## src/rtl/core/ils_pkg.sv

```systemverilog
// Shared constants, codes and word types for the indexed list store.
`timescale 1ns / 1ps

package ils_pkg;

    localparam int CAPACITY    = 16;
    localparam int CNT_W       = $clog2(CAPACITY + 1);
    localparam int IDX_W       = $clog2(CAPACITY);
    localparam int ACT_W       = 3;
    localparam int POS_W       = 8;
    localparam int VAL_W       = 32;
    localparam int CNTO_W      = 5;
    localparam int CMP_W       = (CNT_W > POS_W) ? CNT_W : POS_W;
    localparam int QUEUE_DEPTH = 2;
    localparam int QPTR_W      = $clog2(QUEUE_DEPTH);
    localparam int QCNT_W      = $clog2(QUEUE_DEPTH + 1);

    // action codes on the request port
    localparam logic [ACT_W-1:0] ACT_READ       = 3'd0;
    localparam logic [ACT_W-1:0] ACT_INS_HEAD   = 3'd1;
    localparam logic [ACT_W-1:0] ACT_INS_TAIL   = 3'd2;
    localparam logic [ACT_W-1:0] ACT_INS_POS    = 3'd3;
    localparam logic [ACT_W-1:0] ACT_DELETE     = 3'd4;

    // internal command codes after classification
    localparam int OP_W = 3;
    localparam logic [OP_W-1:0] OP_NONE     = 3'd0;
    localparam logic [OP_W-1:0] OP_READ     = 3'd1;
    localparam logic [OP_W-1:0] OP_INS_HEAD = 3'd2;
    localparam logic [OP_W-1:0] OP_INS_TAIL = 3'd3;
    localparam logic [OP_W-1:0] OP_INS_POS  = 3'd4;
    localparam logic [OP_W-1:0] OP_DELETE   = 3'd5;

    typedef struct packed {
        logic [OP_W-1:0]         op;
        logic [POS_W-1:0]        pos;
        logic signed [VAL_W-1:0] value;
    } cmd_t;

    typedef struct packed {
        logic signed [VAL_W-1:0] read_value;
        logic                    valid_res;
        logic                    ok;
        logic                    full_res;
        logic [CNTO_W-1:0]       entry_count;
    } rsp_t;

endpackage

```

## src/rtl/core/ils_front.sv

```systemverilog
// Front end: takes request words and classifies them into commands.
`timescale 1ns / 1ps

module ils_front (
    input  logic                           req_valid,
    output logic                           req_ready,
    input  logic [ils_pkg::ACT_W-1:0]      action,
    input  logic [ils_pkg::POS_W-1:0]      position,
    input  logic signed [ils_pkg::VAL_W-1:0] value_in,
    output logic                           push_valid,
    input  logic                           push_ready,
    output ils_pkg::cmd_t                  push_cmd
);
    import ils_pkg::*;

    logic [OP_W-1:0] op;

    always_comb
    begin
        case (action)
            ACT_READ:     op = OP_READ;
            ACT_INS_HEAD: op = OP_INS_HEAD;
            ACT_INS_TAIL: op = OP_INS_TAIL;
            ACT_INS_POS:  op = OP_INS_POS;
            ACT_DELETE:   op = OP_DELETE;
            default:      op = OP_NONE;
        endcase
    end

    always_comb
    begin
        push_cmd.op    = op;
        // head insert is an insert at place 0; tail is resolved against the count later
        push_cmd.pos   = (op == OP_INS_HEAD) ? '0 : position;
        push_cmd.value = value_in;
    end

    assign push_valid = req_valid;
    assign req_ready  = push_ready;

endmodule

```

## src/rtl/core/ils_cmd_queue.sv

```systemverilog
// Short command queue between the front end and the entry cells.
`timescale 1ns / 1ps

module ils_cmd_queue (
    input  logic          clk,
    input  logic          rst_n,
    input  logic          push_valid,
    output logic          push_ready,
    input  ils_pkg::cmd_t push_cmd,
    output logic          pop_valid,
    input  logic          pop_ready,
    output ils_pkg::cmd_t pop_cmd
);
    import ils_pkg::*;

    cmd_t              slot_reg [QUEUE_DEPTH];
    logic [QPTR_W-1:0] wr_ptr_reg, wr_ptr_next;
    logic [QPTR_W-1:0] rd_ptr_reg, rd_ptr_next;
    logic [QCNT_W-1:0] fill_reg, fill_next;
    logic              do_push, do_pop;

    assign push_ready = (fill_reg != QCNT_W'(QUEUE_DEPTH));
    assign pop_valid  = (fill_reg != '0);
    assign pop_cmd    = slot_reg[rd_ptr_reg];
    assign do_push    = push_valid && push_ready;
    assign do_pop     = pop_valid && pop_ready;

    always_comb
    begin
        wr_ptr_next = wr_ptr_reg;
        rd_ptr_next = rd_ptr_reg;
        fill_next   = fill_reg;
        if (do_push)
        begin
            wr_ptr_next = (wr_ptr_reg == QPTR_W'(QUEUE_DEPTH - 1)) ? '0 : wr_ptr_reg + 1'b1;
        end
        if (do_pop)
        begin
            rd_ptr_next = (rd_ptr_reg == QPTR_W'(QUEUE_DEPTH - 1)) ? '0 : rd_ptr_reg + 1'b1;
        end
        if (do_push && !do_pop)
        begin
            fill_next = fill_reg + 1'b1;
        end
        else if (do_pop && !do_push)
        begin
            fill_next = fill_reg - 1'b1;
        end
    end

    always_ff @(posedge clk or negedge rst_n)
    begin
        if (!rst_n)
        begin
            wr_ptr_reg <= '0;
            rd_ptr_reg <= '0;
            fill_reg   <= '0;
        end
        else
        begin
            wr_ptr_reg <= wr_ptr_next;
            rd_ptr_reg <= rd_ptr_next;
            fill_reg   <= fill_next;
        end
    end

    always_ff @(posedge clk)
    begin
        if (do_push)
        begin
            slot_reg[wr_ptr_reg] <= push_cmd;
        end
    end

    a_fill_bound: assert property (@(posedge clk) disable iff (!rst_n)
        fill_reg <= QCNT_W'(QUEUE_DEPTH))
        else $error("command queue overfilled");

    a_fill_step: assert property (@(posedge clk) disable iff (!rst_n)
        (do_push && !do_pop) |=> (fill_reg == $past(fill_reg) + 1'b1))
        else $error("queue fill did not follow a push");

    a_empty_hold: assert property (@(posedge clk) disable iff (!rst_n)
        (!do_push && !do_pop) |=> $stable(fill_reg) && $stable(rd_ptr_reg))
        else $error("queue moved without traffic");

endmodule

```

## src/rtl/core/ils_back.sv

```systemverilog
// Back end: shifting entry cells, entry count and the registered response word.
`timescale 1ns / 1ps

module ils_back (
    input  logic          clk,
    input  logic          rst_n,
    input  logic          pop_valid,
    output logic          pop_ready,
    input  ils_pkg::cmd_t pop_cmd,
    output logic          rsp_valid,
    input  logic          rsp_ready,
    output ils_pkg::rsp_t rsp_word
);
    import ils_pkg::*;

    logic signed [VAL_W-1:0] cell_reg  [CAPACITY];
    logic signed [VAL_W-1:0] cell_next [CAPACITY];
    logic [CNT_W-1:0]        count_reg, count_next;
    logic                    out_valid_reg, out_valid_next;
    rsp_t                    rsp_reg, rsp_next;

    logic             do_pop;
    logic [CMP_W-1:0] pos_c, cnt_c, at_c;
    logic             is_ins, is_full, at_ok, pos_hit;
    logic             do_ins, do_del;

    assign pop_ready = !out_valid_reg || rsp_ready;
    assign do_pop    = pop_valid && pop_ready;

    assign pos_c   = CMP_W'(pop_cmd.pos);
    assign cnt_c   = CMP_W'(count_reg);
    assign pos_hit = pos_c < cnt_c;
    assign is_full = (count_reg == CNT_W'(CAPACITY));
    assign is_ins  = (pop_cmd.op == OP_INS_HEAD) || (pop_cmd.op == OP_INS_TAIL)
                  || (pop_cmd.op == OP_INS_POS);

    always_comb
    begin
        case (pop_cmd.op)
            OP_INS_TAIL: at_c = cnt_c;
            default:     at_c = pos_c;
        endcase
    end

    // place check comes before the capacity check
    assign at_ok  = at_c <= cnt_c;
    assign do_ins = do_pop && is_ins && at_ok && !is_full;
    assign do_del = do_pop && (pop_cmd.op == OP_DELETE) && pos_hit;

    for (genvar i = 0; i < CAPACITY; i++)
    begin : g_cell
        localparam int PREV = (i > 0) ? i - 1 : 0;
        localparam int NEXT = (i < CAPACITY - 1) ? i + 1 : i;

        always_comb
        begin
            cell_next[i] = cell_reg[i];
            if (do_ins)
            begin
                if (CMP_W'(i) == at_c)
                begin
                    cell_next[i] = pop_cmd.value;
                end
                else if (CMP_W'(i) > at_c)
                begin
                    cell_next[i] = cell_reg[PREV];
                end
            end
            else if (do_del && (CMP_W'(i) >= pos_c))
            begin
                cell_next[i] = cell_reg[NEXT];
            end
        end

        always_ff @(posedge clk)
        begin
            cell_reg[i] <= cell_next[i];
        end
    end

    always_comb
    begin
        count_next = count_reg;
        if (do_ins)
        begin
            count_next = count_reg + 1'b1;
        end
        else if (do_del)
        begin
            count_next = count_reg - 1'b1;
        end
    end

    always_comb
    begin
        rsp_next             = '0;
        rsp_next.entry_count = CNTO_W'(count_next);
        case (pop_cmd.op)
            OP_READ:
            begin
                if (pos_hit)
                begin
                    rsp_next.read_value = cell_reg[pop_cmd.pos[IDX_W-1:0]];
                    rsp_next.valid_res  = 1'b1;
                    rsp_next.ok         = 1'b1;
                end
                else
                begin
                    rsp_next.read_value = '1;
                end
            end
            OP_INS_HEAD, OP_INS_TAIL, OP_INS_POS:
            begin
                rsp_next.ok       = at_ok && !is_full;
                rsp_next.full_res = at_ok && is_full;
            end
            OP_DELETE:
            begin
                rsp_next.ok = pos_hit;
            end
            default:
            begin
                rsp_next.ok = 1'b0;
            end
        endcase
    end

    always_comb
    begin
        if (do_pop)
        begin
            out_valid_next = 1'b1;
        end
        else if (rsp_ready)
        begin
            out_valid_next = 1'b0;
        end
        else
        begin
            out_valid_next = out_valid_reg;
        end
    end

    always_ff @(posedge clk or negedge rst_n)
    begin
        if (!rst_n)
        begin
            count_reg     <= '0;
            out_valid_reg <= 1'b0;
        end
        else
        begin
            count_reg     <= count_next;
            out_valid_reg <= out_valid_next;
        end
    end

    always_ff @(posedge clk)
    begin
        if (do_pop)
        begin
            rsp_reg <= rsp_next;
        end
    end

    assign rsp_valid = out_valid_reg;
    assign rsp_word  = rsp_reg;

    a_count_bound: assert property (@(posedge clk) disable iff (!rst_n)
        count_reg <= CNT_W'(CAPACITY))
        else $error("entry count above capacity");

    a_ok_full_excl: assert property (@(posedge clk) disable iff (!rst_n)
        out_valid_reg |-> !(rsp_reg.ok && rsp_reg.full_res))
        else $error("response both ok and full");

    a_count_idle: assert property (@(posedge clk) disable iff (!rst_n)
        !do_pop |=> $stable(count_reg))
        else $error("count changed with no command");

    a_count_echo: assert property (@(posedge clk) disable iff (!rst_n)
        do_pop |=> (rsp_reg.entry_count == CNTO_W'(count_reg)))
        else $error("response count differs from stored count");

endmodule

```

## src/rtl/core/indexed_list_store_unit.sv

```systemverilog
// Top level of the indexed list store: front end, command queue and entry cells.
`timescale 1ns / 1ps

// Holds an ordered list of up to CAPACITY signed 32-bit words and gives one
// response word per request (read, insert at head, tail or place, delete).
// Requests are decoded in the front end, pass through a two-deep command
// queue and are carried out by a row of entry cells that all shift in the
// same cycle; a steady stream of one request per cycle is sustained while
// the response side keeps up. The response word passes first through a queue
// slot and then through the output register, and is presented from there.
// The queue lets up to two requests be taken while a response waits.

module indexed_list_store_unit (
    input  logic                             clk,
    input  logic                             rst_n,
    input  logic                             req_valid,
    output logic                             req_ready,
    input  logic [ils_pkg::ACT_W-1:0]        action,
    input  logic [ils_pkg::POS_W-1:0]        position,
    input  logic signed [ils_pkg::VAL_W-1:0] value_in,
    output logic                             rsp_valid,
    input  logic                             rsp_ready,
    output logic signed [ils_pkg::VAL_W-1:0] read_value,
    output logic                             valid_res,
    output logic                             ok,
    output logic                             full_res,
    output logic [ils_pkg::CNTO_W-1:0]       entry_count
);
    import ils_pkg::*;

    logic push_valid, push_ready;
    cmd_t push_cmd;
    logic pop_valid, pop_ready;
    cmd_t pop_cmd;
    rsp_t rsp_word;

    ils_front u_front (
        .req_valid  (req_valid),
        .req_ready  (req_ready),
        .action     (action),
        .position   (position),
        .value_in   (value_in),
        .push_valid (push_valid),
        .push_ready (push_ready),
        .push_cmd   (push_cmd)
    );

    ils_cmd_queue u_queue (
        .clk        (clk),
        .rst_n      (rst_n),
        .push_valid (push_valid),
        .push_ready (push_ready),
        .push_cmd   (push_cmd),
        .pop_valid  (pop_valid),
        .pop_ready  (pop_ready),
        .pop_cmd    (pop_cmd)
    );

    ils_back u_back (
        .clk       (clk),
        .rst_n     (rst_n),
        .pop_valid (pop_valid),
        .pop_ready (pop_ready),
        .pop_cmd   (pop_cmd),
        .rsp_valid (rsp_valid),
        .rsp_ready (rsp_ready),
        .rsp_word  (rsp_word)
    );

    assign read_value  = rsp_word.read_value;
    assign valid_res   = rsp_word.valid_res;
    assign ok          = rsp_word.ok;
    assign full_res    = rsp_word.full_res;
    assign entry_count = rsp_word.entry_count;

endmodule
```

## config.mk

```make
export PLATFORM = sky130hd
export DESIGN_NAME = indexed_list_store_unit
export DESIGN_NICKNAME = d
export VERILOG_FILES = /design/src/rtl/core/ils_pkg.sv /design/src/rtl/core/ils_front.sv /design/src/rtl/core/ils_cmd_queue.sv /design/src/rtl/core/ils_back.sv /design/src/rtl/core/indexed_list_store_unit.sv
export SDC_FILE = /design/constraint.sdc
export NUM_CORES = 2
export LEC_CHECK = 0
export CAP_MARGIN = 25
export CORE_ASPECT_RATIO = 1.1
export CORE_MARGIN = 8
export CORE_UTILIZATION = 25
export CTS_BUF_LIST = sky130_fd_sc_hd__clkbuf_16
export CTS_CLUSTER_DIAMETER = 40
export CTS_CLUSTER_SIZE = 10
export DETAILED_ROUTE_END_ITERATION = 6
export DONT_BUFFER_PORTS = 1
export RECOVER_POWER = 50
export SETUP_SLACK_MARGIN = 0.4
export SYNTH_ARGS = -nofsm -noshare
export SYNTH_HDL_FRONTEND = slang
export SYNTH_SLANG_ARGS = --single-unit
```

## constraint.sdc

```tcl
create_clock -name clk -period 16.3 [get_ports clk]
set_clock_uncertainty 0.05 [all_clocks]
set_input_delay 1.63 -clock clk [delete_from_list [all_inputs] [get_ports clk]]
set_output_delay 1.63 -clock clk [all_outputs]
set_load 0.005 [all_outputs]
```

==> metrics <==
pwr dens 152.6 nW/µm²; max reg flops 512; Seq cells post-synth 648; hold buffers post-CTS 0; Area after DPL 38060 µm²; Mapped Cells 3934; WP data arrival 10.74 ns; DIE HEIGHT 416.1 µm; failing checks max-capacitance violations, max-slew violations; Initial Util 25.04%; most frequent cells in the layout 1026 x nand2_1, 638 x edfxtp_1, 598 x o21ai_0; Initial DRT Pass Iterations 7; FF/Latch Area 19410 µm²; Max clock buf depth 3; nets 3828; Synth Area in Compound Gates 14.82%; f_max 0.09472 GHz; clk root buf clkbuf_16; Die W 379.8 µm; clock slew at reported path FFs 0.06 ns; Async SR Flop Fraction 1.543%; Residual DRC 0; Yosys Warn Count 0; worst vdd ir 0.1108 mV; crit-path max FO 88; Tot GR Track Use 15.62%; number of fill cells 15350; total congestion overflow 0; slew margin rel. -137.4%; Mapped Area 36390 µm²; cts bufs inserted 89; Setup crit start kind register; Fin. Hold Viols 0; Vias/cell 5.255; Post-CTS Repair Setup Buffers 0; setup TNS 0 ns; Post-Synth XOR/XNOR Area 0.2407%; antenna-violating nets left 0; Sink Count 648; largest net degree at the start of global routing 248; antenna violations before repair 18; Final Cell Area 40700 µm²; register area share after synthesis 53.34%; die area 158000 µm²; fin crit period 10.56 ns; commonest non-fill, non-tap cell in the layout nand2_1; Worst-Margin Slew 3.561 ns; Syn Nets 3993; Post-Synth Simple-Gate Area 19.15%; gpl congestion 0.8611; mux cell area share after synthesis 7.547%; CTS tree built; io pins 89; vias in the first global route 28570; total power 6.211 mW; share of cells above drive strength 1 7.690%; footprint of the multi-input gates 15460 µm²; Post-CTS Resized 0; Inst Count DP 5614; EDFF count, synth 638; Iter 0 DRT Violations 3864; DR WL/cell 22.64 µm; Worst setup EP type register; Via Count 30350; leak pwr 14.21 nW; H-tree depth 3; number of max-cap violations 14; Final setup viols 0; WL final 130800 µm; largest family of logic cells by synthesized area simple AND/OR/NAND/NOR gates; RSZ-0062 raised after global routing no; Worst-Skew Late Latency 0.67 ns; outcome finished with violations; non-filler cells in the finished layout 5776; first-pass GRT wire length 191500 µm; Primary FF master, synth edfxtp_1; Synth-to-Final Area Change 11.85%; IO Port Bufs 0; Cell variety after synth 77; Slew Viols, Final 550; Std-Cell Rows 147; worst endpoint required time 16.49 ns; dpl hpwl 76000 µm; Crit Path Category register to register; Hold WC Path Type register to register; Avg Cell Area, Syn 9.250 µm²; crit share post-route 64.77%; adder-cell share of the synthesized area 0.4126%; core area 145300 µm²
critical path, cell delays in order, from the launching register on:
cell and delay [ns]:
dfrtp_4 0.43, clkbuf_1 2.48, mux2i_1 1.46, inv_6 0.98
nand2_1 0.10, o21ai_0 0.11, ha_1 0.28, nand4_1 0.10
mux2i_1 0.07, a21oi_1 0.27, or4_4 0.61, clkbuf_1 2.55
o21ai_0 0.52
cells in the mapped netlist, types with 12 or more instances:
cell type  instances  area, µm²
a21boi_0          25      187.7
a21oi_1           92      460.4
buf_1             16      60.06
buf_2            141      705.7
buf_6             16      180.2
clkbuf_1         136      510.5
edfxtp_1         638      19160
ha_1              12      150.1
inv_1             17      63.81
mux2_1            14      157.7
mux2_2            55      619.3
mux2i_1          179       1792
nand2_1         1032       3874
nand3_1          225       1126
nor2_1           310       1164
nor4_1            27      168.9
o21a_1            26      195.2
o21ai_0          491       2457
o21ai_1          283       1416
o22ai_1           13      81.33
path summary, 6_finish.rpt:
path,from,slack (ns),cells after the start,to
worst min register to register,u_queue.fill_reg[1],0.46,1,u_queue.fill_reg[1]
worst max-delay path,u_queue.rd_ptr_reg,5.74,12,u_back.cell_reg[1][22]
min in group asynchronous,rst_n,0.61,0,u_back.count_reg[3]
max in group asynchronous,rst_n,15.49,0,u_queue.rd_ptr_reg
worst max register to register,u_queue.rd_ptr_reg,5.74,12,u_back.cell_reg[1][22]
worst min-delay path,u_queue.fill_reg[1],0.46,1,u_queue.fill_reg[1]
report_power, final:
group	switching (mW)	internal [mW]
combinational	1.55	0.567
sequential	0.127	2.11
clock	0.748	1.10
total	2.43	3.78
per-stage QoR:
step | utilization [%] | hold slack [ns] | setup slack, ns
after floorplan | - | 0.4108 | 9.581
after global placement | 26.12 | 0.4702 | 9.385
after detailed placement | 26.19 | 0.4780 | 9.279
after CTS | 28.07 | 0.4887 | 9.290
after global routing | 27.98 | 0.5112 | 4.822
final | 28.01 | 0.4614 | 5.742
area by class of cell:
class                   count  share of cell area, %
well taps                1937                  5.955
clock inverters            55                  1.168
multi-input cells        2944                  38.00
clock buffers              90                  5.534
flip-flops and latches    648                  47.70
repair buffers             67                  1.365
inverters                  19                 0.1875
diodes                     16                0.09838
layer usage:
metal	track usage (%)	share of wire (%)	vias to the layer above
met1	19.77	39	14590
li1	-	-	13610
met5	0	0.073	-
met2	25.08	46	1732
met4	7.752	4.9	14
met3	3.533	10	406
kinds of logic after synthesis:
group                      after synthesis
and+or+nand+nor                       1672
AOI/OAI and AO/OA                      993
xor gates and xnor gates                10
DFF                                    648
muxes                                  257
buffers and inverters                  342
adders and majority gates               12
No activity file was read; power rests on OpenSTA's default activity.
